--- config.mk ---
export PLATFORM = sky130hd
export DESIGN_NAME = session_inactivity_watchdog_top_flat
export DESIGN_NICKNAME = d
export VERILOG_FILES = /design/src/sv/swd_pkg.sv /design/src/sv/swd_if.sv /design/src/sv/swd_cfg_regs.sv /design/src/sv/swd_core.sv /design/src/sv/session_inactivity_watchdog_top.sv /design/src/flat_wrapper.sv
export SDC_FILE = /design/constraint.sdc
export NUM_CORES = 1
export LEC_CHECK = 0
export BUFFER_PORTS_ARGS = -buffer_cell sky130_fd_sc_hd__clkbuf_2
export CORE_MARGIN = 2
export CORE_UTILIZATION = 30
export CTS_BUF_LIST = sky130_fd_sc_hd__clkbuf_4 sky130_fd_sc_hd__clkbuf_8
export DETAILED_ROUTE_END_ITERATION = 10
export GPL_TIMING_DRIVEN = 0
export SETUP_SLACK_MARGIN = 0.2
export SLEW_MARGIN = 10
export SYNTH_ARGS = -nofsm -noshare
export SYNTH_HDL_FRONTEND = slang
export SYNTH_HIERARCHICAL = 1
export SYNTH_SLANG_ARGS = --single-unit
export TNS_END_PERCENT = 50
--- constraint.sdc ---
create_clock -name clk -period 5.7 [get_ports clk]
set_input_delay 0.285 -clock clk [delete_from_list [all_inputs] [get_ports clk]]
set_output_delay 0.285 -clock clk [all_outputs]
set_load 0.02 [all_outputs]
--- src/sv/swd_pkg.sv ---
// ---------------------------------------------------------------------------
// swd_pkg
// Shared types and codes for the session inactivity watchdog: request modes,
// event codes, register indexes and the configuration and result records.
// ---------------------------------------------------------------------------
`timescale 1ns / 1ps
`default_nettype none

package swd_pkg;

	// Field widths
	localparam int unsigned MODE_W  = 2;
	localparam int unsigned EVENT_W = 3;
	localparam int unsigned MIN_W   = 10;
	localparam int unsigned SEC_W   = 10;
	localparam int unsigned IDX_W   = 3;
	localparam int unsigned DATA_W  = 10;
	localparam int unsigned ELAP_W  = 11;
	localparam int unsigned SIM_W   = 6;
	localparam int unsigned WARN_W  = 2;

	// Counter limits
	localparam logic [SIM_W:0]    SEC_PER_MIN  = 7'd60;
	localparam logic [ELAP_W-1:0] MAX_ELAPSED  = 11'd2047;
	localparam logic [SEC_W-1:0]  MAX_IDLE     = 10'd1023;

	// Request modes
	localparam logic [MODE_W-1:0] MODE_TICK     = 2'd0;
	localparam logic [MODE_W-1:0] MODE_ACTIVITY = 2'd1;
	localparam logic [MODE_W-1:0] MODE_START    = 2'd2;

	// Idle events
	localparam logic [EVENT_W-1:0] IDLE_NONE    = 3'd0;
	localparam logic [EVENT_W-1:0] IDLE_WARN2   = 3'd1;
	localparam logic [EVENT_W-1:0] IDLE_WARN1   = 3'd2;
	localparam logic [EVENT_W-1:0] IDLE_LOGOFF  = 3'd3;
	localparam logic [EVENT_W-1:0] IDLE_CARRIER = 3'd4;

	// Session events
	localparam logic [EVENT_W-1:0] SESS_NONE   = 3'd0;
	localparam logic [EVENT_W-1:0] SESS_LEFT5  = 3'd1;
	localparam logic [EVENT_W-1:0] SESS_LEFT2  = 3'd2;
	localparam logic [EVENT_W-1:0] SESS_LEFT1  = 3'd3;
	localparam logic [EVENT_W-1:0] SESS_LOGOFF = 3'd4;

	// Remaining-minute marks
	localparam logic [MIN_W-1:0] REM_FIVE = 10'd5;
	localparam logic [MIN_W-1:0] REM_TWO  = 10'd2;
	localparam logic [MIN_W-1:0] REM_ONE  = 10'd1;
	localparam logic [MIN_W-1:0] REM_ZERO = 10'd0;

	// Warning levels
	localparam logic [WARN_W-1:0] WARN_NONE = 2'd0;
	localparam logic [WARN_W-1:0] WARN_TWO  = 2'd2;
	localparam logic [WARN_W-1:0] WARN_ONE  = 2'd3;

	// Register indexes
	localparam logic [IDX_W-1:0] REG_SESSION_MINUTES = 3'd0;
	localparam logic [IDX_W-1:0] REG_LOCAL_MODE      = 3'd1;
	localparam logic [IDX_W-1:0] REG_CARRIER_CHECK   = 3'd2;
	localparam logic [IDX_W-1:0] REG_IDLE_TIMEOUT    = 3'd3;
	localparam logic [IDX_W-1:0] REG_IDLE_WARN_ONE   = 3'd4;
	localparam logic [IDX_W-1:0] REG_IDLE_WARN_TWO   = 3'd5;

	// Register reset values
	localparam logic [MIN_W-1:0] RST_SESSION_MINUTES = 10'd60;
	localparam logic [SEC_W-1:0] RST_IDLE_TIMEOUT    = 10'd240;
	localparam logic [SEC_W-1:0] RST_IDLE_WARN_ONE   = 10'd180;
	localparam logic [SEC_W-1:0] RST_IDLE_WARN_TWO   = 10'd120;

	typedef struct packed {
		logic [MIN_W-1:0] session_minutes;
		logic             local_mode;
		logic             carrier_check_enable;
		logic [SEC_W-1:0] idle_timeout_seconds;
		logic [SEC_W-1:0] idle_warn_one_seconds;
		logic [SEC_W-1:0] idle_warn_two_seconds;
	} cfg_t;

	typedef struct packed {
		logic [EVENT_W-1:0] idle_event;
		logic [EVENT_W-1:0] session_event;
		logic [MIN_W-1:0]   remaining_minutes;
		logic               logoff;
	} res_t;

endpackage

`default_nettype wire

--- src/sv/swd_if.sv ---
// ---------------------------------------------------------------------------
// swd_if
// Valid/ready channels of the watchdog: request, result and register write.
// ---------------------------------------------------------------------------
`timescale 1ns / 1ps
`default_nettype none

interface swd_req_if;
	logic                      valid;
	logic                      ready;
	logic [swd_pkg::MODE_W-1:0] mode;
	logic                      carrier_present;

	modport source (output valid, mode, carrier_present, input ready);
	modport sink   (input valid, mode, carrier_present, output ready);
endinterface

interface swd_res_if;
	logic                        valid;
	logic                        ready;
	logic [swd_pkg::EVENT_W-1:0] idle_event;
	logic [swd_pkg::EVENT_W-1:0] session_event;
	logic [swd_pkg::MIN_W-1:0]   remaining_minutes;
	logic                        logoff;

	modport source (output valid, idle_event, session_event, remaining_minutes, logoff,
		input ready);
	modport sink   (input valid, idle_event, session_event, remaining_minutes, logoff,
		output ready);
endinterface

interface swd_cfg_if;
	logic                       valid;
	logic                       ready;
	logic [swd_pkg::IDX_W-1:0]  index;
	logic [swd_pkg::DATA_W-1:0] data;

	modport source (output valid, index, data, input ready);
	modport sink   (input valid, index, data, output ready);
endinterface

`default_nettype wire

--- src/sv/swd_cfg_regs.sv ---
// ---------------------------------------------------------------------------
// swd_cfg_regs
// Configuration register file; writes to unknown indexes are dropped.
// ---------------------------------------------------------------------------
`timescale 1ns / 1ps
`default_nettype none

module swd_cfg_regs (
	input  wire logic          clk,
	input  wire logic          arst_n,
	swd_cfg_if.sink            cfg,
	output swd_pkg::cfg_t      regs
);

	swd_pkg::cfg_t regs_q;

	assign cfg.ready = 1'b1;
	assign regs      = regs_q;

	// Update the addressed register on each write request
	always_ff @(posedge clk or negedge arst_n) begin
		if (!arst_n) begin
			regs_q.session_minutes       <= swd_pkg::RST_SESSION_MINUTES;
			regs_q.local_mode            <= 1'b0;
			regs_q.carrier_check_enable  <= 1'b1;
			regs_q.idle_timeout_seconds  <= swd_pkg::RST_IDLE_TIMEOUT;
			regs_q.idle_warn_one_seconds <= swd_pkg::RST_IDLE_WARN_ONE;
			regs_q.idle_warn_two_seconds <= swd_pkg::RST_IDLE_WARN_TWO;
		end else if (cfg.valid) begin
			case (cfg.index)
				swd_pkg::REG_SESSION_MINUTES: regs_q.session_minutes <= cfg.data;
				swd_pkg::REG_LOCAL_MODE:      regs_q.local_mode <= cfg.data[0];
				swd_pkg::REG_CARRIER_CHECK:   regs_q.carrier_check_enable <= cfg.data[0];
				swd_pkg::REG_IDLE_TIMEOUT:    regs_q.idle_timeout_seconds <= cfg.data;
				swd_pkg::REG_IDLE_WARN_ONE:   regs_q.idle_warn_one_seconds <= cfg.data;
				swd_pkg::REG_IDLE_WARN_TWO:   regs_q.idle_warn_two_seconds <= cfg.data;
				default: ;
			endcase
		end
	end

endmodule

`default_nettype wire

--- src/sv/swd_core.sv ---
// ---------------------------------------------------------------------------
// swd_core
// Session and idle counters with the per-request checks; produces one result
// per request and commits the new state when the step is enabled.
// ---------------------------------------------------------------------------
`timescale 1ns / 1ps
`default_nettype none

module swd_core (
	input  wire logic                      clk,
	input  wire logic                      arst_n,
	input  wire logic                      step_en,
	input  wire logic [swd_pkg::MODE_W-1:0] mode,
	input  wire logic                      carrier_present,
	input  swd_pkg::cfg_t                  regs,
	output swd_pkg::res_t                  result
);

	logic [swd_pkg::SIM_W-1:0]  sec_q, sec_n, sec_t;
	logic [swd_pkg::ELAP_W-1:0] elapsed_q, elapsed_n, elapsed_t;
	logic [swd_pkg::ELAP_W-1:0] last_q, last_n;
	logic [swd_pkg::SEC_W-1:0]  idle_q, idle_n, idle_t;
	logic                       seen_q, seen_n;
	logic [swd_pkg::WARN_W-1:0] warn_q, warn_n;
	logic                       logoff_q, logoff_n;
	logic [swd_pkg::SIM_W:0]    sec_inc;
	logic                       sec_wrap;
	logic                       active;
	logic [swd_pkg::MIN_W-1:0]  rem_t, rem_n;
	logic [swd_pkg::EVENT_W-1:0] idle_ev, sess_ev;

	// Remaining minutes, floored at zero
	function automatic logic [swd_pkg::MIN_W-1:0] minutes_left(
		input logic [swd_pkg::MIN_W-1:0]  allowed,
		input logic [swd_pkg::ELAP_W-1:0] elapsed
	);
		logic [swd_pkg::MIN_W-1:0] diff;
		diff = allowed - elapsed[swd_pkg::MIN_W-1:0];
		if (elapsed >= {1'b0, allowed})
			return swd_pkg::REM_ZERO;
		return diff;
	endfunction

	assign active = !regs.local_mode;

	// Advance the second, minute and idle counters for a tick
	assign sec_inc   = {1'b0, sec_q} + 7'd1;
	assign sec_wrap  = (sec_inc >= swd_pkg::SEC_PER_MIN);
	assign sec_t     = sec_wrap ? '0 : sec_inc[swd_pkg::SIM_W-1:0];
	assign elapsed_t = (sec_wrap && elapsed_q != swd_pkg::MAX_ELAPSED) ?
		elapsed_q + 11'd1 : elapsed_q;
	assign idle_t    = (idle_q != swd_pkg::MAX_IDLE) ? idle_q + 10'd1 : idle_q;
	assign rem_t     = minutes_left(regs.session_minutes, elapsed_t);

	// Work out the next state and the events of this request
	always_comb begin
		sec_n     = sec_q;
		elapsed_n = elapsed_q;
		last_n    = last_q;
		idle_n    = idle_q;
		seen_n    = seen_q;
		warn_n    = warn_q;
		logoff_n  = logoff_q;
		idle_ev   = swd_pkg::IDLE_NONE;
		sess_ev   = swd_pkg::SESS_NONE;
		case (mode)
			swd_pkg::MODE_START: begin
				sec_n     = '0;
				elapsed_n = '0;
				last_n    = '0;
				idle_n    = '0;
				seen_n    = 1'b0;
				warn_n    = swd_pkg::WARN_NONE;
				logoff_n  = 1'b0;
			end
			swd_pkg::MODE_ACTIVITY: begin
				idle_n = '0;
				warn_n = swd_pkg::WARN_NONE;
				seen_n = 1'b1;
			end
			swd_pkg::MODE_TICK: begin
				sec_n     = sec_t;
				elapsed_n = elapsed_t;
				idle_n    = idle_t;
				if (active && regs.carrier_check_enable && !carrier_present) begin
					idle_ev  = swd_pkg::IDLE_CARRIER;
					logoff_n = 1'b1;
				end else if (active && seen_q && idle_t >= regs.idle_timeout_seconds) begin
					idle_ev  = swd_pkg::IDLE_LOGOFF;
					logoff_n = 1'b1;
				end else begin
					// Idle warnings, each once per activity period
					if (active && seen_q) begin
						if (idle_t >= regs.idle_warn_one_seconds) begin
							if (warn_q < swd_pkg::WARN_ONE) begin
								warn_n  = swd_pkg::WARN_ONE;
								idle_ev = swd_pkg::IDLE_WARN1;
							end
						end else if (idle_t >= regs.idle_warn_two_seconds) begin
							if (warn_q < swd_pkg::WARN_TWO) begin
								warn_n  = swd_pkg::WARN_TWO;
								idle_ev = swd_pkg::IDLE_WARN2;
							end
						end
					end
					// Remaining-time report at each new minute
					if (elapsed_t > last_q) begin
						last_n = elapsed_t;
						if (active) begin
							if (rem_t == swd_pkg::REM_FIVE)
								sess_ev = swd_pkg::SESS_LEFT5;
							else if (rem_t == swd_pkg::REM_TWO)
								sess_ev = swd_pkg::SESS_LEFT2;
							else if (rem_t == swd_pkg::REM_ONE)
								sess_ev = swd_pkg::SESS_LEFT1;
							else if (rem_t == swd_pkg::REM_ZERO) begin
								sess_ev  = swd_pkg::SESS_LOGOFF;
								logoff_n = 1'b1;
							end
						end
					end
				end
			end
			default: ;
		endcase
	end

	assign rem_n = minutes_left(regs.session_minutes, elapsed_n);

	assign result.idle_event        = idle_ev;
	assign result.session_event     = sess_ev;
	assign result.remaining_minutes = rem_n;
	assign result.logoff            = logoff_n;

	// Commit the state on each step
	always_ff @(posedge clk or negedge arst_n) begin
		if (!arst_n) begin
			sec_q     <= '0;
			elapsed_q <= '0;
			last_q    <= '0;
			idle_q    <= '0;
			seen_q    <= 1'b0;
			warn_q    <= swd_pkg::WARN_NONE;
			logoff_q  <= 1'b0;
		end else if (step_en) begin
			sec_q     <= sec_n;
			elapsed_q <= elapsed_n;
			last_q    <= last_n;
			idle_q    <= idle_n;
			seen_q    <= seen_n;
			warn_q    <= warn_n;
			logoff_q  <= logoff_n;
		end
	end

endmodule

`default_nettype wire

--- src/sv/session_inactivity_watchdog_top.sv ---
// Requests are held in the input register; results go to the result register.
// Throughput: one request per cycle; the input register, the state update and
// the result register all advance together whenever the result slot is free.
// Reset: asynchronous, active low; clears all session state and loads the
// register defaults (60 minutes, carrier check on, idle limits 240/180/120 s).
// ---------------------------------------------------------------------------
// session_inactivity_watchdog_top
// Session inactivity watchdog: session clock, idle clock, idle warnings and
// timeouts, carrier loss and time-limit logoff, one result per request.
// ---------------------------------------------------------------------------
`timescale 1ns / 1ps
`default_nettype none

module session_inactivity_watchdog_top (
	input  wire logic clk,
	input  wire logic arst_n,
	swd_cfg_if.sink   cfg,
	swd_req_if.sink   req,
	swd_res_if.source res
);

	swd_pkg::cfg_t              regs;
	swd_pkg::res_t              core_res;
	swd_pkg::res_t              res_s2;
	logic                       valid_s1, valid_s2;
	logic [swd_pkg::MODE_W-1:0] mode_s1;
	logic                       carrier_s1;
	logic                       advance;
	logic                       step_en;

	swd_cfg_regs u_cfg (
		.clk    (clk),
		.arst_n (arst_n),
		.cfg    (cfg),
		.regs   (regs)
	);

	swd_core u_core (
		.clk             (clk),
		.arst_n          (arst_n),
		.step_en         (step_en),
		.mode            (mode_s1),
		.carrier_present (carrier_s1),
		.regs            (regs),
		.result          (core_res)
	);

	// Whole pipe moves when the result slot is empty or being taken
	assign advance   = !valid_s2 || res.ready;
	assign step_en   = valid_s1 && advance;
	assign req.ready = !valid_s1 || advance;

	// Stage valids
	always_ff @(posedge clk or negedge arst_n) begin
		if (!arst_n) begin
			valid_s1 <= 1'b0;
			valid_s2 <= 1'b0;
		end else begin
			if (req.ready)
				valid_s1 <= req.valid;
			if (advance)
				valid_s2 <= valid_s1;
		end
	end

	// Hold the request and result payloads
	always_ff @(posedge clk) begin
		if (req.valid && req.ready) begin
			mode_s1    <= req.mode;
			carrier_s1 <= req.carrier_present;
		end
		if (step_en)
			res_s2 <= core_res;
	end

	assign res.valid             = valid_s2;
	assign res.idle_event        = res_s2.idle_event;
	assign res.session_event     = res_s2.session_event;
	assign res.remaining_minutes = res_s2.remaining_minutes;
	assign res.logoff            = res_s2.logoff;

`ifndef SYNTH
	a_start_clears: assert property (@(posedge clk) disable iff (!arst_n)
		(step_en && mode_s1 == swd_pkg::MODE_START) |=>
		(res.valid && !res.logoff && res.idle_event == swd_pkg::IDLE_NONE &&
		 res.session_event == swd_pkg::SESS_NONE))
		else $error("session start left logoff or an event set");

	a_no_overwrite: assert property (@(posedge clk) disable iff (!arst_n)
		(valid_s2 && !res.ready) |-> !step_en)
		else $error("result register overwritten while stalled");

	a_idle_range: assert property (@(posedge clk) disable iff (!arst_n)
		res.valid |-> (res.idle_event <= swd_pkg::IDLE_CARRIER &&
		res.session_event <= swd_pkg::SESS_LOGOFF))
		else $error("event code out of range");

	a_logoff_event: assert property (@(posedge clk) disable iff (!arst_n)
		(res.valid && (res.idle_event == swd_pkg::IDLE_LOGOFF ||
		res.idle_event == swd_pkg::IDLE_CARRIER ||
		res.session_event == swd_pkg::SESS_LOGOFF)) |-> res.logoff)
		else $error("logoff event without logoff flag");
`endif

endmodule

`default_nettype wire
--- src/flat_wrapper.sv ---
// flat-port wrapper written by rule: the top's interface ports become plain ports
module session_inactivity_watchdog_top_flat 
  (clk, arst_n, cfg_valid, cfg_index, cfg_data, cfg_ready, req_valid, req_mode, req_carrier_present, req_ready, res_valid, res_idle_event, res_session_event, res_remaining_minutes, res_logoff, res_ready);
  swd_cfg_if cfg_i ();
  swd_req_if req_i ();
  swd_res_if res_i ();
  input  wire logic clk;
  input  wire logic arst_n;
  input wire logic [$bits(cfg_i.valid)-1:0] cfg_valid;
  input wire logic [$bits(cfg_i.index)-1:0] cfg_index;
  input wire logic [$bits(cfg_i.data)-1:0] cfg_data;
  output wire logic [$bits(cfg_i.ready)-1:0] cfg_ready;
  input wire logic [$bits(req_i.valid)-1:0] req_valid;
  input wire logic [$bits(req_i.mode)-1:0] req_mode;
  input wire logic [$bits(req_i.carrier_present)-1:0] req_carrier_present;
  output wire logic [$bits(req_i.ready)-1:0] req_ready;
  output wire logic [$bits(res_i.valid)-1:0] res_valid;
  output wire logic [$bits(res_i.idle_event)-1:0] res_idle_event;
  output wire logic [$bits(res_i.session_event)-1:0] res_session_event;
  output wire logic [$bits(res_i.remaining_minutes)-1:0] res_remaining_minutes;
  output wire logic [$bits(res_i.logoff)-1:0] res_logoff;
  input wire logic [$bits(res_i.ready)-1:0] res_ready;
  assign cfg_i.valid = cfg_valid;
  assign cfg_i.index = cfg_index;
  assign cfg_i.data = cfg_data;
  assign cfg_ready = cfg_i.ready;
  assign req_i.valid = req_valid;
  assign req_i.mode = req_mode;
  assign req_i.carrier_present = req_carrier_present;
  assign req_ready = req_i.ready;
  assign res_valid = res_i.valid;
  assign res_idle_event = res_i.idle_event;
  assign res_session_event = res_i.session_event;
  assign res_remaining_minutes = res_i.remaining_minutes;
  assign res_logoff = res_i.logoff;
  assign res_i.ready = res_ready;
  session_inactivity_watchdog_top u_core (.clk(clk), .arst_n(arst_n), .cfg(cfg_i), .req(req_i), .res(res_i));
endmodule
==> results of run 1 <==
==> flip-flops by register name, summed over array words and instances (netlist names) <==
name and flops:
u_core/u_core/warn_q 2, u_core/u_core/logoff_q 1, u_core/u_core/sec_q 6, u_core/valid_s1 1, u_core/res.session_event 3, u_core/mode_s1 2
u_core/carrier_s1 1, u_core/res.valid 1, u_core/res.idle_event 3, u_core/u_core/idle_q 10, u_core/u_core/last_q 11, u_core/u_cfg/regs 42
u_core/u_core/seen_q 1, u_core/u_core/elapsed_q 11, u_core/res.remaining_minutes 10, u_core/res.logoff 1
==> through the flow <==
stage	instance area (µm²)	setup WS, ns
finish	8390	1.02
global placement	8150	1.06
floorplan	7540	1.91
CTS	8390	1.05
global route	8390	0.684
detailed placement	8170	1.07
==> routing by layer <==
metal,vias to the layer above,routed length (µm),share of wire,global-route usage
met5,-,0,0,0
met4,0,155,0.0083,0.0274
met3,9,591,0.032,0.0252
met2,86,8690,0.46,0.244
met1,2704,9270,0.50,0.210
li1,2861,-,-,-
==> cell type report <==
type	count	area [µm²]	share of cell area
multi-input cells	567	4300	0.512
flip-flops and latches	106	2770	0.330
well taps	330	413	0.0492
inverters	75	284	0.0338
repair buffers	41	228	0.0271
plain buffers	28	185	0.0221
clock buffers	11	151	0.0180
clock inverters	5	60.1	0.00715
==> where the power goes <==
part	switching [mW]	internal (mW)
registers	0.0969	0.935
logic	0.438	0.343
clock network	0.272	0.230
==> logic make-up (layout without fill, tap and decap cells) <==
| logic type | Yosys count | count (layout) | share of synthesized area |
|---|---|---|---|
| flip-flops | 106 | 106 | 0.368 |
| adder cells (fa/ha/maj) | 88 | 88 | 0.148 |
| AND/OR/NAND/NOR | 235 | 235 | 0.165 |
| AO/OA/AOI/OAI | 167 | 167 | 0.150 |
| other | 1 | 1 | 0.000497 |
| multiplexers | 49 | 49 | 0.0723 |
| XOR/XNOR | 27 | 27 | 0.0343 |
| buffers and inverters | 103 | 160 | 0.0622 |
==> layout by cell type (no fill, tap or decap), types with 5 or more instances in the layout <==
master | Yosys | final
edfxtp_1 | 20 | 20
inv_1 | 71 | 71
clkbuf_8 | 0 | 11
buf_6 | 5 | 5
mux2i_1 | 5 | 5
xor2_1 | 10 | 10
mux2_2 | 44 | 44
nand2b_1 | 11 | 11
clkbuf_2 | 0 | 38
nand3_1 | 26 | 26
dfstp_2 | 17 | 17
nand2_1 | 74 | 74
o21ai_0 | 40 | 40
o21a_1 | 17 | 17
xnor2_1 | 14 | 14
buf_4 | 6 | 6
a21oi_1 | 39 | 39
nor3_1 | 18 | 18
clkbuf_1 | 12 | 12
nand4_1 | 6 | 6
ha_1 | 86 | 86
and2_1 | 12 | 12
dfrtp_1 | 69 | 69
a21o_1 | 8 | 8
nor2_1 | 42 | 42
nor2b_1 | 7 | 7
==> final timing paths <==
kind	end	slack, ns	depth (start not counted)
max	u_core/res.logoff	1.02	14
min	u_core/carrier_s1	0.07	1
max reg2reg	u_core/res.logoff	1.02	14
min reg2reg	u_core/u_core/last_q[9]	0.50	2
max in group asynchronous	u_core/u_cfg/regs[3]	4.48	3
min in group asynchronous	u_core/u_cfg/regs[11]	0.51	2
==> impl_metrics.yaml, run 1 <==
outcome:
  outcome: "complete, no violations"
layout:
  nNetsFinal: 937
  layout.cells.non_filler: 1163
  fin_util: 0.336
  insertedDiodeCount: 0
  drive_above_1_share: 0.191
  area_growth_pct: 11.3
  n_fill_cell: 2588
timing:
  finalSetupViolCount: 0
  period_needed_ns: 4.68
  fin_skew_ns: 0.00684
  holdWs_ns: 0.0713
  worst_slew_pin_slew_ns: 1.11
  fmax_mhz: 213
  slew_violations: 0
  hold_viol_final: 0
  slew_headroom: 0.250
  rsz0062_at_grt: "no"
  fin_crit_sh: 0.822
  finalSetupTns_ns: 0
setup_path:
  crit_path_end_kind: "flip-flop"
  cp.arrival_ns: 4.95
  r2r-start: "u_core/u_core/elapsed_q[0]"
  slowest_delay_ns: 0.58
  cp_slowest_cell: "or4_4"
  crit_buf_inv: 1
  worst_ep_required_time_ns: 5.96
  cp_top_family: "simple AND/OR/NAND/NOR gates"
  startpoint_type: "flip-flop"
  crit_start: "u_core/u_core/elapsed_q[0]"
  worstSetupPathType: "reg2reg"
  crit_chain: "ha_1, nand3_1, or4_4, nand3_1, nor2_1, xor2_1, ha_1, a21o_1, or3_1, a2111oi_0, nor4b_2, o21ai_0, a21oi_1, buf_4"
  crit_fanout: 7
floorplan:
  die_h_um: 163
  core_area_mm2: 0.0250
  rows: 58
  io_pins: 41
  initial_utilization: 0.302
  die_w_um: 163
  die_area_mm2: 0.0264
min_path:
  min_from: "req_carrier_present"
  hold_path_class: "in2reg"
detailed_routing:
  first_iter_violations: 349
  drc: 0
  via_per_inst: 4.87
  wl_um: 18700
  postRouteAntennaNets: 0
  vias: 5660
  dr.pass1.iters: 5
  wl_per_cell_um: 16.1
global_route:
  grt_max_degree: 49
  antenna_found_initial: 0
  grt.total_usage: 0.149
  grt.overflow.total: 0
  grt_pass1_wl_um: 30800
  grt_pass1_vias: 5599
power_and_ir_drop:
  p_leak_nw: 3.79
  vdd.ir_drop.worst_mv: 0.112
  powerDensity_mw_per_mm2: 276
  fin_total_pwr_mw: 2.32
synth:
  synthCells: 776
  synth_warnings: 6
  ys_seq_elements: 106
  synth_cell_types: 85
  yosysSeqAreaShare: 0.368
  synth_edf_count: 20
  synth_area_leaders: "dfrtp_1 (23%), ha_1 (14%), edfxtp_1 (8.0%)"
  synth_fp_nets: 885
  postSynthAreaPerCell_um2: 9.72
  synth_top_area_frac: 0.229
  async_flop_share: 0.811
  yosys.area.top_type: "dfrtp_1"
  ys_top_cells_by_count: "ha_1 (86), nand2_1 (74), inv_1 (71)"
  yosys_most_used_dff: "dfrtp_1"
  yosysMostFrequentCell: "ha_1"
  syn_area_mm2: 0.00754
clock_network:
  cts_tree: "built"
  cts_hold_buf: 1
  cts_resized: 0
  cts.sinks: 106
  clkLatencyLatePin_ns: 0.39
  cts_root_buf: "clkbuf_8"
  htree_levels: 3
  postCtsSetupBuffers: 0
  clock_path_buffers: 2
  numCtsBuffers: 9
  cts.clk_slew.worst_paths_ns: 0.10
place:
  finalWeightedCongestion: 0.897
  dp_hpwl_um: 14400
  port_buffers: 39
  placedCellCount: 1146
run:
  cap_viol_max_count: 0
No activity file was read; power rests on OpenSTA's default activity.
==> run 2: changes to the inputs <==
==> constraint.sdc (replaced) <==
create_clock -name clk -period 4.25 [get_ports clk]
set_input_delay 0.2125 -clock clk [delete_from_list [all_inputs] [get_ports clk]]
set_output_delay 0.2125 -clock clk [all_outputs]
set_load 0.02 [all_outputs]
==> run 2 against run 1 <==
  * Worst hold slack gained 0.026 ns
  * Largest cell class unchanged
  * Sequential power grew 34%
  * First-iteration DRC count rose by 6.6%
  * Critical endpoint unchanged
  * Critical path type unchanged
  * Cell count rose by 1.5%
  * Sequential cell count did not move
==> impl_metrics.yaml, run 2 (synthesis results as in run 1) <==
outcome:
  outcome: "complete, no violations"
clock_network:
  cts_tree: "built"
  cts.clk_slew.worst_paths_ns: 0.10
  cts.sinks: 106
  htree_levels: 3
  clkLatencyLatePin_ns: 0.39
  cts_root_buf: "clkbuf_8"
  numCtsBuffers: 9
  clock_path_buffers: 2
setup_path:
  crit_chain: "ha_1, nand3_2, or4_4, and3_4, nand2_2, xnor2_4, clkinv_2, ha_1, a21oi_2, a21oi_1, or3_4, a2111oi_4, nor4b_4, o21ai_2, a21oi_2, buf_4"
  startpoint_type: "flip-flop"
  worst_ep_required_time_ns: 4.52
  crit_buf_inv: 2
  slowest_delay_ns: 0.46
  crit_fanout: 4
  cp_slowest_cell: "or4_4"
  crit_path_end_kind: "flip-flop"
  worstSetupPathType: "reg2reg"
  cp_top_family: "simple AND/OR/NAND/NOR gates"
  cp.arrival_ns: 4.13
timing:
  finalSetupTns_ns: 0
  hold_viol_final: 0
  period_needed_ns: 3.86
  rsz0062_at_grt: "no"
  slew_headroom: 0.254
  fmax_mhz: 259
  fin_crit_sh: 0.907
  holdWs_ns: 0.0971
  slew_violations: 0
  fin_skew_ns: 0.00528
  worst_slew_pin_slew_ns: 1.12
  finalSetupViolCount: 0
layout:
  nNetsFinal: 955
  layout_commonest_cell: "ha_1"
  largest_reg_flops: 42
  drive_above_1_share: 0.260
  mostFrequentLayoutCells: "ha_1 (80), nand2_1 (72), inv_1 (71), dfrtp_1 (66), clkbuf_2 (45)"
  insertedDiodeCount: 0
  area_growth_pct: 18.5
  n_fill_cell: 2541
detailed_routing:
  drc: 0
  wl_per_cell_um: 16.4
  dr.pass1.iters: 5
  via_per_inst: 4.97
  vias: 5870
  first_iter_violations: 372
  postRouteAntennaNets: 0
  wl_um: 19300
global_route:
  grt.overflow.total: 0
  grt_pass1_wl_um: 31300
  grt.total_usage: 0.152
  grt_max_degree: 49
  grt_pass1_vias: 5695
  antenna_found_initial: 0
floorplan:
  initial_utilization: 0.302
  rows: 58
  die_w_um: 163
  core_area_mm2: 0.0250
  die_h_um: 163
  die_area_mm2: 0.0264
  io_pins: 41
power_and_ir_drop:
  vdd.ir_drop.worst_mv: 0.151
  fin_total_pwr_mw: 3.20
  powerDensity_mw_per_mm2: 358
  p_leak_nw: 4.01
run:
  cap_viol_max_count: 0
place:
  port_buffers: 39
  dp_hpwl_um: 14400
  finalWeightedCongestion: 0.897
min_path:
  hold_path_class: "in2reg"
-- run 2: metrics by stage --
| step | util | cells | cell area, µm² | setup slack [ns] |
|---|---|---|---|---|
| 6_report | 0.358 | 1181 | 8940 | 0.393 |
| 5_1_grt | 0.358 | 1181 | 8940 | 0.185 |
| 4_1_cts | 0.347 | 1175 | 8670 | 0.197 |
| 3_5_place_dp | 0.327 | 1146 | 8170 | -0.382 |
| 3_3_place_gp | 0.326 | 1145 | 8150 | -0.387 |
| 2_1_floorplan | - | 776 | 7540 | 0.458 |
-- run 2: final timing paths --
check / from / endpoint / slack [ns] / cells past startpoint
worst min register to register: u_core/u_core/last_q[9] / u_core/u_core/last_q[9] / 0.50 / 2
worst max-delay path: u_core/u_core/elapsed_q[0] / u_core/res.logoff / 0.39 / 16
max in group asynchronous: arst_n / u_core/u_cfg/regs[3] / 3.11 / 3
worst max register to register: u_core/u_core/elapsed_q[0] / u_core/res.logoff / 0.39 / 16
worst min-delay path: res_ready / u_core/res.valid / 0.1 / 3
min in group asynchronous: arst_n / u_core/u_cfg/regs[11] / 0.43 / 2
-- run 2: layout make-up --
cell class | instances | area, µm² | area share
clock inverters | 5 | 60.1 | 0.00672
repair buffers | 59 | 373 | 0.0417
flip-flops and latches | 106 | 2780 | 0.311
clock buffers | 11 | 151 | 0.0169
inverters | 75 | 284 | 0.0318
multi-input cells | 567 | 4690 | 0.524
well taps | 330 | 413 | 0.0462
plain buffers | 28 | 194 | 0.0217
-- run 2: tightest hold or removal path, cell delays in order --
cell	delay [ns]
clkbuf_2	0.08
nand2b_1	0.11
nand2b_1	0.05
-- run 2: layer usage --
metal | wire [µm] | GRT usage | up-vias
met2 | 9070 | 0.250 | 124
met4 | 200 | 0.0274 | 0
li1 | - | - | 2904
met1 | 9380 | 0.211 | 2831
met5 | 0 | 0 | -
met3 | 682 | 0.0285 | 11
-- run 2: power breakdown --
part | switching, mW | leakage (nW) | internal [mW] | total (mW)
clock | 0.371 | 0.108 | 0.308 | 0.680
sequential | 0.129 | 1.25 | 1.25 | 1.38
combinational | 0.636 | 2.64 | 0.503 | 1.14
-- run 2: what timing repair did --
action,4_1_cts,5_1_grt
setup endpoints to repair,26,26
hold endpoints to repair,36,0
resized for setup,33,50
setup buffers,8,6
hold buffers,5,0
pin swaps,5,13
